## src/hdl/rmq_pkg.sv

```systemverilog
// shared types and constants for the rotation matrix to quaternion block
package rmq_pkg;

  localparam int ELEM_W    = 16;
  localparam int NUM_W     = ELEM_W + 2;
  localparam int MID_DEPTH = 4;

  typedef enum logic [1:0] {
    BR_TRACE = 2'd0,
    BR_X     = 2'd1,
    BR_Y     = 2'd2,
    BR_Z     = 2'd3
  } br_t;

  // classified request; n0..n2 feed the three non-diagonal parts in w,x,y,z order
  typedef struct packed {
    br_t                     br;
    logic                    deg;
    logic signed [NUM_W-1:0] n0;
    logic signed [NUM_W-1:0] n1;
    logic signed [NUM_W-1:0] n2;
  } rmq_tag_t;

  typedef struct packed {
    logic [ELEM_W-1:0] w;
    logic [ELEM_W-1:0] x;
    logic [ELEM_W-1:0] y;
    logic [ELEM_W-1:0] z;
    br_t               br;
    logic              deg;
  } rmq_result_t;

endpackage

```

## src/hdl/rmq_queue.sv

```systemverilog
// short register queue between front and back ends
module rmq_queue #(
  parameter int W     = 8,
  parameter int DEPTH = 4
) (
  input  logic         clk,
  input  logic         rst,
  input  logic         push,
  input  logic [W-1:0] din,
  output logic         full,
  input  logic         pop,
  output logic         empty,
  output logic [W-1:0] dout
);
  import rmq_pkg::*;

  localparam int AW = (DEPTH > 1) ? $clog2(DEPTH) : 1;
  localparam int CW = $clog2(DEPTH + 1);

  logic [W-1:0]  store [DEPTH];
  logic [AW-1:0] wr_ptr, rd_ptr;
  logic [CW-1:0] cnt;
  logic          do_push, do_pop;

  assign full    = (cnt == CW'(DEPTH));
  assign empty   = (cnt == '0);
  assign do_push = push && !full;
  assign do_pop  = pop && !empty;
  assign dout    = store[rd_ptr];

  always_ff @(posedge clk) begin
    if (do_push) begin
      store[wr_ptr] <= din;
    end
  end

  always_ff @(posedge clk) begin
    if (rst) begin
      wr_ptr <= '0;
      rd_ptr <= '0;
      cnt    <= '0;
    end else begin
      if (do_push) begin
        wr_ptr <= (wr_ptr == AW'(DEPTH - 1)) ? '0 : wr_ptr + 1'b1;
      end
      if (do_pop) begin
        rd_ptr <= (rd_ptr == AW'(DEPTH - 1)) ? '0 : rd_ptr + 1'b1;
      end
      unique case ({do_push, do_pop})
        2'b10:   cnt <= cnt + 1'b1;
        2'b01:   cnt <= cnt - 1'b1;
        default: cnt <= cnt;
      endcase
    end
  end

endmodule

```

## config.mk

```make
export PLATFORM = sky130hd
export DESIGN_NAME = rmq_queue
export DESIGN_NICKNAME = d
export VERILOG_FILES = /design/src/hdl/rmq_pkg.sv /design/src/hdl/rmq_queue.sv
export SDC_FILE = /design/constraint.sdc
export NUM_CORES = 1
export LEC_CHECK = 0
export ABC_AREA = 1
export BUFFER_PORTS_ARGS = -buffer_cell sky130_fd_sc_hd__buf_2
export CORE_UTILIZATION = 43
export DETAILED_ROUTE_END_ITERATION = 10
export PLACE_DENSITY = 0.76
export SETUP_SLACK_MARGIN = 0.5
export SYNTH_ARGS = -nofsm -noshare
export SYNTH_HDL_FRONTEND = slang
export SYNTH_SLANG_ARGS = --single-unit
```

## constraint.sdc

```tcl
create_clock -name clk -period 1.64 [get_ports clk]
set_input_delay 0.164 -clock clk [delete_from_list [all_inputs] [get_ports clk]]
set_output_delay 0.164 -clock clk [all_outputs]
set_load 0.05 [all_outputs]
```

==> impl_metrics.env <==
export IMPL_status="completed"
export IMPL_cp_slowest_cell="dfxtp_2"
export IMPL_h_tree_depth=2
export IMPL_highest_layer="met4"
export IMPL_hp_class="input pin to flip-flop"
export IMPL_cp_arrival_ns=1.79
export IMPL_io_buffers=21
export IMPL_max_cap_violations=0
export IMPL_cts_buffers=5
export IMPL_place_hpwl_mm=2.32
export IMPL_p_leak_uw=0.00101
export IMPL_wl_per_cell_um=16.0
export IMPL_cts_max_path_buffers=2
export IMPL_synth_fp_nets=167
export IMPL_post_route_period_util_pct=98.0
export IMPL_max_stage_delay_ns=0.34
export IMPL_grt_pass1_wl_mm=5.74
export IMPL_core_rowCount=22
export IMPL_seq_area_um2=1150
export IMPL_finalSetupViolCount=0
export IMPL_start_kind="flip-flop"
export IMPL_syn_to_final_growth_pct=58.6
export IMPL_worstPathCellList="nor2_4 -> nand2_4 -> nand2_4 -> ha_4 -> inv_4 -> fa_2 -> inv_1 -> nand2_2 -> nand3_1 -> nand2_1 -> inv_1 -> nor2_1"
export IMPL_slew_viol_final=0
export IMPL_wl_met1_mm=1.55
export IMPL_grt_overflow=0
export IMPL_rsz0062_at_grt="true"
export IMPL_clkSlewWorstSetupHoldPaths_ns=0.08
export IMPL_worstMarginPinSlew_ns=0.255
export IMPL_drt_total_wl_mm=3.99
export IMPL_grtUsageTotal_pct=19.0
export IMPL_synthCells=148
export IMPL_peakVddDrop_mv=0.972
export IMPL_coreArea_um2=3720
export IMPL_wl_met2_mm=2.22
export IMPL_first_global_vias=1212
export IMPL_crit_buf_inv=3
export IMPL_multi_input_area_um2=846
export IMPL_postRouteAntennaNets=0
export IMPL_clk_latency_ns=0.30
export IMPL_syn_avg_cell_area_um2=11.5
export IMPL_drtIter0Drc=50
export IMPL_fmax_mhz=622
export IMPL_final_common_cell="edfxtp_1"
export IMPL_worst_slack_ns=0.0328
export IMPL_critical_path_max_fanout=2
export IMPL_diodes=0
export IMPL_first_pass_iters=4
export IMPL_drcViolationCount=0
export IMPL_cts_tree="yes"
export IMPL_grt_max_degree=17
export IMPL_start_util_pct=45.8
export IMPL_die_width_um=64.9
export IMPL_yosysSeqAreaShare_pct=67.0
export IMPL_fillers=259
export IMPL_p_per_area_nw_per_um2=1790
export IMPL_vias=1274
export IMPL_ys_warn_count=0
export IMPL_syn_area_um2=1700
export IMPL_p_total_uw=4830
export IMPL_hold_viol=0
export IMPL_postLayoutCoreUtil_pct=72.7
export IMPL_clockRootBuffer="clkbuf_8"
export IMPL_dp_slack_ns=-0.0414
export IMPL_wl_met3_um=164
export IMPL_die_height_um=64.9
export IMPL_fin_worst_skew_ns=0.0105
export IMPL_cp_required_ns=1.83
export IMPL_crit_type="flip-flop to flip-flop"
export IMPL_hold_ws_ns=0.0794
export IMPL_synth_seq_cells=41
export IMPL_ys_types=19
export IMPL_place_gp_congestion=0.697
export IMPL_drive_above_1_share_pct=61.9
export IMPL_clock_sinks=41
export IMPL_nets=220
export IMPL_viasPerCell=5.10
export IMPL_end_kind="flip-flop"
export IMPL_final_cell_mix="edfxtp_1, buf_6, nor2_2"
export IMPL_critPathTopFamily="simple AND/OR/NAND/NOR gates"
export IMPL_grt_antenna_before_repair=0
export IMPL_die_area_um2=4220
export IMPL_io_pins=22
export IMPL_relSlewSlack_pct=82.8
export IMPL_min_period_ns=1.61
Yosys cell counts (all sizes together):
master	number	area share, %
fa	1	1.2
nor2	30	6.9
nand3b	2	0.88
nand4	1	0.37
o21ai	18	5.7
a21oi	4	1.2
ha	6	4.4
dfxtp	9	11
nand3	1	0.29
buf	2	1.3
nand2	14	3.4
inv	20	4.4
o22ai	8	2.9
edfxtp	32	56
per-layer routing:
metal,up-vias,track usage [%]
met5,-,0
met4,0,7.22
met2,31,32.8
li1,609,-
met1,626,21.8
met3,8,6.16
stage by stage:
| stage | instances | cell area (um^2) | TNS, ns |
|---|---|---|---|
| floorplan | 148 | 1850 | 0 |
| global placement | 221 | 2040 | 0 |
| CTS | 239 | 2390 | 0 |
| global route | 250 | 2700 | -0.0433 |
| finish | 250 | 2700 | 0 |
| detailed placement | 221 | 2040 | -0.0414 |
repair_timing:
item | 4_1_cts | 5_1_grt
cloned | 0 | 0
resized for setup | 74 | 56
endpoints found under the setup margin | 46 | 48
setup buffers | 10 | 11
hold buffers | 0 | 0
pin swaps | 12 | 13
cell type report:
class	count	area share, %
multi-input combinational	85	31.3
timing repair buffer	48	16.8
sequential	41	42.7
inverter	20	3.61
clock buffer	8	3.34
tap	48	2.22
power by group:
part | internal, uW | leakage, uW | total (uW) | switching (uW)
logic | 1180 | 0.000599 | 2720 | 1540
clock network | 343 | 0.0000455 | 675 | 332
registers | 1300 | 0.000371 | 1440 | 147
total | 2820 | 0.00101 | 4830 | 2020
kinds of logic (layout without fill, tap and decap cells):
logic type,count (synthesis),in the layout,share of synthesized area (%)
buffers and inverters,22,76,5.73
DFF,41,41,67.0
adders and majority gates,7,7,5.58
AOI/OAI and AO/OA,30,30,9.85
and+or+nand+nor,48,48,11.8
sequential cells by signal (all words and copies together), names as in the netlist, named ones only:
name and cells:
store 32, cnt 3, rd_ptr 2, wr_ptr 2
path summary, 6_finish.rpt:
check	from	end	slack, ns	cells after the start
setup / recovery	cnt[0]	cnt[2]	0.03	12
hold / removal	din[0]	store[0][0]	0.08	1
setup reg to reg	cnt[0]	cnt[2]	0.03	12
hold reg to reg	rd_ptr[1]	rd_ptr[1]	0.54	2
Power figures use the tool's default switching activity.
