`src/hdl/rmq_pkg.sv`:
```
// shared types and constants for the rotation matrix to quaternion block
package rmq_pkg;

  localparam int ELEM_W    = 16;
  localparam int NUM_W     = ELEM_W + 2;
  localparam int MID_DEPTH = 4;

  typedef enum logic [1:0] {
    BR_TRACE = 2'd0,
    BR_X     = 2'd1,
    BR_Y     = 2'd2,
    BR_Z     = 2'd3
  } br_t;

  // classified request; n0..n2 feed the three non-diagonal parts in w,x,y,z order
  typedef struct packed {
    br_t                     br;
    logic                    deg;
    logic signed [NUM_W-1:0] n0;
    logic signed [NUM_W-1:0] n1;
    logic signed [NUM_W-1:0] n2;
  } rmq_tag_t;

  typedef struct packed {
    logic [ELEM_W-1:0] w;
    logic [ELEM_W-1:0] x;
    logic [ELEM_W-1:0] y;
    logic [ELEM_W-1:0] z;
    br_t               br;
    logic              deg;
  } rmq_result_t;

endpackage

```
`src/hdl/rmq_front.sv`:
```
// front end: branch choice, radicand and off-diagonal numerators
module rmq_front #(
  parameter int FRAC_BITS = 14,
  parameter int RW        = FRAC_BITS + 18
) (
  input  logic signed [rmq_pkg::ELEM_W-1:0] r00,
  input  logic signed [rmq_pkg::ELEM_W-1:0] r01,
  input  logic signed [rmq_pkg::ELEM_W-1:0] r02,
  input  logic signed [rmq_pkg::ELEM_W-1:0] r10,
  input  logic signed [rmq_pkg::ELEM_W-1:0] r11,
  input  logic signed [rmq_pkg::ELEM_W-1:0] r12,
  input  logic signed [rmq_pkg::ELEM_W-1:0] r20,
  input  logic signed [rmq_pkg::ELEM_W-1:0] r21,
  input  logic signed [rmq_pkg::ELEM_W-1:0] r22,
  output rmq_pkg::rmq_tag_t                 tag,
  output logic signed [RW-1:0]              rad
);
  import rmq_pkg::*;

  localparam logic signed [RW-1:0] ONE_R = RW'(1) << FRAC_BITS;

  logic signed [NUM_W-1:0] e00, e01, e02, e10, e11, e12, e20, e21, e22;
  logic signed [NUM_W-1:0] tr, d0, d1, d2, sel;

  always_comb begin
    e00 = NUM_W'(r00); e01 = NUM_W'(r01); e02 = NUM_W'(r02);
    e10 = NUM_W'(r10); e11 = NUM_W'(r11); e12 = NUM_W'(r12);
    e20 = NUM_W'(r20); e21 = NUM_W'(r21); e22 = NUM_W'(r22);
    tr = e00 + e11 + e22;
    d0 = e00 - e11 - e22;
    d1 = e11 - e00 - e22;
    d2 = e22 - e00 - e11;
    tag = '0;
    priority if (tr > 0) begin
      tag.br = BR_TRACE;
      sel    = tr;
      tag.n0 = e21 - e12;
      tag.n1 = e02 - e20;
      tag.n2 = e10 - e01;
    end else if (r00 > r11 && r00 > r22) begin
      tag.br = BR_X;
      sel    = d0;
      tag.n0 = e21 - e12;
      tag.n1 = e01 + e10;
      tag.n2 = e02 + e20;
    end else if (r11 > r22) begin
      tag.br = BR_Y;
      sel    = d1;
      tag.n0 = e02 - e20;
      tag.n1 = e01 + e10;
      tag.n2 = e12 + e21;
    end else begin
      tag.br = BR_Z;
      sel    = d2;
      tag.n0 = e10 - e01;
      tag.n1 = e02 + e20;
      tag.n2 = e12 + e21;
    end
    rad     = ONE_R + RW'(sel);
    tag.deg = (rad <= 0);
  end

endmodule

```
`config.mk`:
```
export PLATFORM = sky130hd
export DESIGN_NAME = rmq_front
export DESIGN_NICKNAME = d
export VERILOG_FILES = /design/src/hdl/rmq_pkg.sv /design/src/hdl/rmq_front.sv
export SDC_FILE = /design/constraint.sdc
export NUM_CORES = 1
export LEC_CHECK = 0
export BUFFER_PORTS_ARGS = -buffer_cell sky130_fd_sc_hd__buf_4
export CAP_MARGIN = 20
export CORE_UTILIZATION = 63
export DETAILED_ROUTE_END_ITERATION = 16
export GPL_ROUTABILITY_DRIVEN = 0
export PLACE_DENSITY = 0.87
export SLEW_MARGIN = 15
export SYNTH_ARGS = -nofsm -noshare
export SYNTH_HDL_FRONTEND = slang
export SYNTH_SLANG_ARGS = --single-unit
```
`constraint.sdc`:
```
create_clock -name vclk -period 10.7
set_input_delay 1.605 -clock vclk [all_inputs]
set_output_delay 1.605 -clock vclk [all_outputs]
set_load 0.01 [all_outputs]
```
==> metrics <==
outcome=finished clean; Pwr per Cell Area=113.7 mW/mm²; Hold Violations, Final=0; Critical Path Start Type=primary input; Via density=5.959; post-cts resize count=0; grt total ovfl=0; Max-Cap Viols=0; HPWL Detailed=29110 µm; Worst-Margin Slew=1019 ps; metal1 wirelength=13890 µm; Seq. cell area=0 µm²; drt pass-1 iters=7; initial antenna violation count=0; final wirelength=34230 µm; final-layout clock buffer total=0; relative slew slack=31.85%; maximum vdd ir drop=0.00006735 V; proportion of layout cells with a drive suffix above 1=15.94%; global-route wire length before repair=54700 µm; Hold EP=tag[18]; Unique masters post-synth=76; number of global-route vias before repair=11580; FP Rows=50; fmax=116.3 MHz; Seq cells=0; CP max FO=29; DR top layer=met4; WS Path Type=in -> out; setup tns final=0 ps; Hold Slack=3677 ps; fin crit share=80.36%; Hold Path Stages=4; CP required=9100 ps; Worst setup EP type=output pin; met2 WL=16640 µm; Die ar.=0.01968 mm²; Yosys Warn Count=0; Starting Density=64.40%; Max Slew Vio Count=0; ANT nets after route=0; CTS Hold Bufs=0; WP data arrival=6990 ps; pin count of the biggest net entering global routing=56; DRC viols=0; metal3 WL=2557 µm; Starting DRT DRC Count=713; vias=11970; P&R area growth vs syn=15.01%; RSZ-0062 raised after global routing=no; All-Layer GR Usage=33.87%; CORE AREA=0.01871 mm²; Avg WL per Cell=17.04 µm; crit path time final=8598 ps; # port buffers=233; post-synthesis cell count=1593; die outline height=140.3 µm; Setup Fix Bufs, Post-CTS=0; antenna cells=0; leak pwr=0.006929 µW; Final Power=1576 µW; Syn Nets=2071; Final setup viols=0; min-delay src=r01[0]; HP Class=in -> out; post-synthesis sequential area ratio=0%; Ports=233; Avg Cell Area, Syn=7.562 µm²; Netlist Area Pre-Place=0.01205 mm²; die span in x=140.3 µm; nets=2255
cell usage after synthesis, drive strengths merged, types with 13 or more instances:
master  number  area (µm²)
nand2b      17       106.4
and3        13       81.33
clkbuf      32       120.1
inv        188       705.7
ha         262        3278
o21bai      21       157.7
mux2        24       274.0
nor2       149       559.3
nand2       98       367.9
a21o        23       172.7
nor3        31       155.2
nand3       23       115.1
nor4        13       87.58
a21boi      14       105.1
o31ai       13       97.59
o21ai      112       571.8
a21oi      117       589.3
o211ai      21       157.7
xor2        31       279.0
fa          72        1441
buf         25       163.9
xnor2       93       814.5
nor2b       32       200.2
mux2i       27       270.3
worst max path at each step:
stage | start | endpoint | slack, ps | cells past startpoint
6_report | r00[2] | tag[54] | 2100 | 18
5_1_grt | r00[2] | tag[54] | 1780 | 19
3_3_place_gp | r00[2] | tag[54] | 2280 | 18
2_1_floorplan | r00[2] | tag[54] | 3170 | 17
3_5_place_dp | r00[2] | tag[53] | 2250 | 17
4_1_cts | r00[2] | tag[53] | 2180 | 17
power breakdown:
| part | switching, µW | internal (µW) | total (µW) |
|---|---|---|---|
| combinational | 876 | 700 | 1580 |
| clock | 0 | 0 | 0 |
| sequential | 0 | 0 | 0 |
| total | 876 | 700 | 1580 |
cell usage in the layout (no fill, tap or decap), drive strengths merged, types with 14 or more instances in the layout:
cell type and count:
a21boi 14, a21o 23, a21oi 117, buf 239, fa 72, ha 262
inv 188, mux2 24, mux2i 27, nand2 98, nand2b 17, nand3 23
nor2 149, nor2b 32, nor3 31, o211ai 21, o21ai 112, o21bai 21
xnor2 93, xor2 31
per-layer routing:
metal / track usage [%] / up-vias
met5: 0 / -
met4: 10.82 / 0
met3: 4.479 / 72
met2: 61.84 / 479
met1: 40.85 / 5606
li1: - / 5815
critical path: stages:
cell and delay (ps):
buf_4 140, fa_1 680, ha_1 270, a21o_1 200, a2111o_1 490, nand3_1 140, a2111oi_0 100, nor3_1 260
nand4_1 240, nor4_2 410, a21oi_2 120, o21ai_4 740, buf_4 470, nand3_1 120, nor4_1 380, o211ai_1 190
o31ai_1 270, buf_4 160
stage by stage:
| step | util, % | setup slack, ps | cell area, µm² | instances |
|---|---|---|---|---|
| after floorplan | - | 3174 | 12050 | 1593 |
| after global placement | 74.07 | 2279 | 13850 | 2009 |
| after detailed placement | 74.07 | 2249 | 13850 | 2009 |
| after CTS | 74.07 | 2178 | 13850 | 2009 |
| after global routing | 74.07 | 1775 | 13850 | 2009 |
| final | 74.07 | 2102 | 13850 | 2009 |
final cells by class:
| class | instances | area (µm²) |
|---|---|---|
| fill | 1494 | 4851 |
| tap | 234 | 292.8 |
| timing repair buffer | 239 | 1794 |
| multi-input combinational | 1348 | 11060 |
| inverter | 188 | 705.7 |
logic make-up after synthesis:
logic type / after synthesis / synth area share, %
AOI/OAI and AO/OA: 423 / 22.67
and+or+nand+nor: 416 / 16.34
adders and majority gates: 334 / 39.18
buffers and inverters: 245 / 8.216
xor gates and xnor gates: 124 / 9.078
muxes: 51 / 4.518
(Power assumes the default switching activity.)
