<file path="src/hdl/rmq_pkg.sv">
// shared types and constants for the rotation matrix to quaternion block
package rmq_pkg;

  localparam int ELEM_W    = 16;
  localparam int NUM_W     = ELEM_W + 2;
  localparam int MID_DEPTH = 4;

  typedef enum logic [1:0] {
    BR_TRACE = 2'd0,
    BR_X     = 2'd1,
    BR_Y     = 2'd2,
    BR_Z     = 2'd3
  } br_t;

  // classified request; n0..n2 feed the three non-diagonal parts in w,x,y,z order
  typedef struct packed {
    br_t                     br;
    logic                    deg;
    logic signed [NUM_W-1:0] n0;
    logic signed [NUM_W-1:0] n1;
    logic signed [NUM_W-1:0] n2;
  } rmq_tag_t;

  typedef struct packed {
    logic [ELEM_W-1:0] w;
    logic [ELEM_W-1:0] x;
    logic [ELEM_W-1:0] y;
    logic [ELEM_W-1:0] z;
    br_t               br;
    logic              deg;
  } rmq_result_t;

endpackage

</file>
<file path="src/hdl/rmq_outq.sv">
// result queue: memory with a registered head entry
module rmq_outq #(
  parameter int W     = 8,
  parameter int DEPTH = 64
) (
  input  logic         clk,
  input  logic         rst,
  input  logic         wr,
  input  logic [W-1:0] din,
  input  logic         pop,
  output logic         empty,
  output logic [W-1:0] dout
);
  import rmq_pkg::*;

  localparam int AW = $clog2(DEPTH);
  localparam int CW = $clog2(DEPTH + 1);

  logic [W-1:0]  mem [DEPTH];
  logic [AW-1:0] wr_ptr, rd_ptr;
  logic [CW-1:0] cnt;
  logic          head_valid, head_free, load, bypass, mem_wr;

  assign empty     = !head_valid;
  assign head_free = !head_valid || pop;
  assign load      = head_free && (cnt != '0);
  assign bypass    = head_free && (cnt == '0) && wr;
  assign mem_wr    = wr && !bypass;

  always_ff @(posedge clk) begin
    if (mem_wr) begin
      mem[wr_ptr] <= din;
    end
    if (load) begin
      dout <= mem[rd_ptr];
    end else if (bypass) begin
      dout <= din;
    end
  end

  always_ff @(posedge clk) begin
    if (rst) begin
      wr_ptr     <= '0;
      rd_ptr     <= '0;
      cnt        <= '0;
      head_valid <= 1'b0;
    end else begin
      if (mem_wr) begin
        wr_ptr <= wr_ptr + 1'b1;
      end
      if (load) begin
        rd_ptr <= rd_ptr + 1'b1;
      end
      unique case ({mem_wr, load})
        2'b10:   cnt <= cnt + 1'b1;
        2'b01:   cnt <= cnt - 1'b1;
        default: cnt <= cnt;
      endcase
      if (load || bypass) begin
        head_valid <= 1'b1;
      end else if (pop) begin
        head_valid <= 1'b0;
      end
    end
  end

endmodule

</file>
<file path="config.mk">
export PLATFORM = sky130hd
export DESIGN_NAME = rmq_outq
export DESIGN_NICKNAME = d
export VERILOG_FILES = /design/src/hdl/rmq_pkg.sv /design/src/hdl/rmq_outq.sv
export SDC_FILE = /design/constraint.sdc
export NUM_CORES = 1
export LEC_CHECK = 0
export ABC_AREA = 1
export BUFFER_PORTS_ARGS = -buffer_cell sky130_fd_sc_hd__buf_2
export CAP_MARGIN = 20
export CORE_MARGIN = 1.5
export CORE_UTILIZATION = 29
export DETAILED_ROUTE_END_ITERATION = 8
export GPL_ROUTABILITY_DRIVEN = 0
export PLACE_DENSITY_LB_ADDON = 0.2
export SLEW_MARGIN = 40
export SYNTH_ARGS = -nofsm -noshare
export SYNTH_HDL_FRONTEND = slang
export SYNTH_SLANG_ARGS = --single-unit
</file>
<file path="constraint.sdc">
create_clock -name clk -period 3.2 [get_ports clk]
set_input_delay 0.64 -clock clk [delete_from_list [all_inputs] [get_ports clk]]
set_output_delay 0.64 -clock clk [all_outputs]
set_load 0.02 [all_outputs]
</file>
==> impl_metrics.toml <==
[run_status]
status = "complete, no violations"

[synthesis]
synth_fp_nets = 1966
syn_area_per_cell_um2 = 11.5
ys_types = 30
ys_ff_latch = 546
yosys_warnings = 0
syn_inst = 1950
seq_area_frac_synth = 0.720
synth_area_mm2 = 0.0224

[critical_path]
slowest_delay_ns = 0.40
cp.arrival_ns = 3.04
cp.required_ns = 3.71
cp-start-kind = "register"
worstSetupEndpointType = "register"
cpMostUsedCell = "nor2_1"
crit_family = "simple AND/OR/NAND/NOR gates"
path_cells = "nor2_1 -> nand2_1 -> nor3_1 -> nor2_1 -> inv_1 -> ha_1 -> nor2_1 -> nor2_1 -> inv_1 -> nor3_1 -> nand2_1 -> nand3_1 -> nand3_1 -> nand2_1 -> inv_1"
crit_path_top_delay_cell = "ha_1"
path_max_fanout = 7
critPathBufInv = 3
worstSetupPathType = "reg2reg"
rrSetupSlack_ns = 0.68

[floorplan]
rows = 101
fp.dieH_um = 281
die_w_um = 281
ios = 21
core_region_area_mm2 = 0.0762
initial_core_util = 0.294
dieArea_mm2 = 0.0790

[timing]
clock-skew-final_ns = 0.0107
setup_tns_ns = 0
setup_viol_count_final = 0
worst-slew-pin-transition_ns = 0.648
hold_viol = 0
slew_headroom = 0.567
timing.fmax_mhz = 396
drv_slew = 0
finalCritPeriodShare = 0.789
rsz0062_at_grt = "false"
finalCriticalPeriod_ns = 2.52

[finish]
diodes = 0
design_area_mm2 = 0.0260
final_util = 0.341
fillCellCount = 7531
layout_commonest_cell = "nand2_1"
layout-drive-gt1-share = 0.107
syn_to_final_growth_pct = 15.9
final_cell_mix = "nand2_1 (530), edfxtp_1 (520), nand3_1 (438)"
layout.nets = 2035

[power_and_ir_drop]
power.share.sequential = 0.407
ir_worst_vdd_mv = 0.586
leakage_nw = 9.13
internal_power_mw = 13.3
p_switching_mw = 6.84
p_clk_frac = 0.320
p_comb_frac = 0.273
switching_share = 0.339
powerDensity_mw_per_mm2 = 777

[routing]
postRouteAntennaNets = 0
drt_pass1_iterations = 5
avgViaCountPerCell = 4.77
vias = 14800
drc = 0
wl_mm = 63.1
drt_iter0_drc = 1202
post_drt_wl_per_cell_um = 20.4

[clock_tree]
cts_max_level = 2
clockRootBuffer = "clkbuf_16"
cts_made_buffers = 57
cts_setup_buffers = 0
postCtsHoldBufs = 0
clock_sinks = 546
clk_latency_ns = 0.62
clk_path_buf_depth = 3
cts-resized-gates = 0
cts_tree = "built"
clkTransAtPathRegs_ns = 0.06

[placed_design]
placed_area_mm2 = 0.0242
io_buffer_count = 20
hpwlAfterDp_mm = 39.1

[global_route]
grt_pass1_wl_mm = 94.0
grt_antenna_before_repair = 1
grt_max_degree = 102
overflow = 0
grt_pass1_vias = 14600
grt_usage = 0.161

[hold_path]
min_path_type = "in2reg"

[job]
max-cap-violations = 0
==> registers in the layout, indices dropped and copies added (netlist names), named ones only <==
signal / count
mem: 512
wr_ptr: 6
rd_ptr: 6
head_valid: 1
dout: 8
cnt: 7
==> Yosys cell counts <==
cell type / n / area, um2
o211ai_1: 1 / 7.51
dfxtp_1: 26 / 521
nand3_2: 3 / 30.0
nand2_1: 530 / 1990
xnor2_1: 2 / 17.5
inv_1: 52 / 195
buf_1: 12 / 45.0
buf_6: 4 / 45.0
nand4_1: 8 / 50.1
nand2_2: 2 / 12.5
clkbuf_1: 29 / 109
nor2_2: 5 / 31.3
buf_4: 13 / 97.6
inv_2: 3 / 11.3
xor2_1: 3 / 26.3
o22ai_1: 8 / 50.1
nor2_1: 115 / 432
nor3b_1: 1 / 7.51
o21ba_2: 2 / 20.0
nand3b_1: 1 / 7.51
clkinv_1: 1 / 3.75
edfxtp_1: 520 / 15600
ha_1: 4 / 50.1
nor3_2: 1 / 10.0
nor3_1: 8 / 40.0
buf_2: 57 / 285
a21oi_1: 54 / 270
o21ai_0: 46 / 230
nand3_1: 438 / 2190
nor2_4: 1 / 11.3
==> power by group through the flow <==
stage / sequential, mW / combinational (mW) / clock (mW)
global route: 8.24 / 6.16 / 6.83
finish: 8.21 / 5.51 / 6.46
floorplan: 8.34 / 3.70 / 0
CTS: 8.21 / 5.57 / 6.61
detailed placement: 8.36 / 5.54 / 0
global placement: 8.36 / 5.55 / 0
==> layer usage <==
layer  GRT usage  wire length [um]  vias to the layer above
met5           0                 0                        -
met1       0.217             28200                     7282
met3      0.0206              3240                       88
met2       0.265             29900                      395
li1            -                 -                     7011
met4      0.0570              1770                        0
==> cells by family (layout without fill, tap and decap cells) <==
family                   count (synthesis)  count (layout)  share of synthesized area
AO/OA/AOI/OAI                          111             111                     0.0258
XOR/XNOR                                 5               5                    0.00195
adder cells (fa/ha/maj)                  4               4                    0.00223
buffers and inverters                  171             287                     0.0353
flip-flops                             546             546                      0.720
AND/OR/NAND/NOR                       1113            1113                      0.215
==> worst register-to-register path, delay by kind of cell, from the launching register on <==
kind,cells,cell delay (ns)
AND/OR/NAND/NOR,11,1.33
adder cells (fa/ha/maj),1,0.40
buffers and inverters,3,0.36
flip-flops,1,0.34
==> cell type report <==
class,instances,area [um2],share of cell area
Inverter,56,218,0.00838
Sequential cell,546,16100,0.622
Tap cell,1030,1290,0.0496
Clock buffer,72,1530,0.0587
Timing Repair Buffer,125,1040,0.0400
Multi-Input combinational cell,1233,5490,0.211
Clock inverter,34,272,0.0105
==> final timing paths <==
kind / startpoint / end / depth (start not counted)
min: rst / wr_ptr[3] / 2
max reg2reg: cnt[3] / cnt[6] / 15
max: cnt[3] / cnt[6] / 15
min reg2reg: rd_ptr[5] / rd_ptr[5] / 1
==> through the flow <==
stage,hold slack [ns],cells,setup slack (ns),power (mW)
finish,0.359,3096,0.676,20.2
global route,0.358,3096,0.322,21.2
CTS,0.332,3096,0.705,20.4
detailed placement,0.441,2990,0.380,13.9
global placement,0.435,2990,0.358,13.9
floorplan,0.426,1950,0.760,12.0
Note: power is estimated with default switching activity, not from simulation.
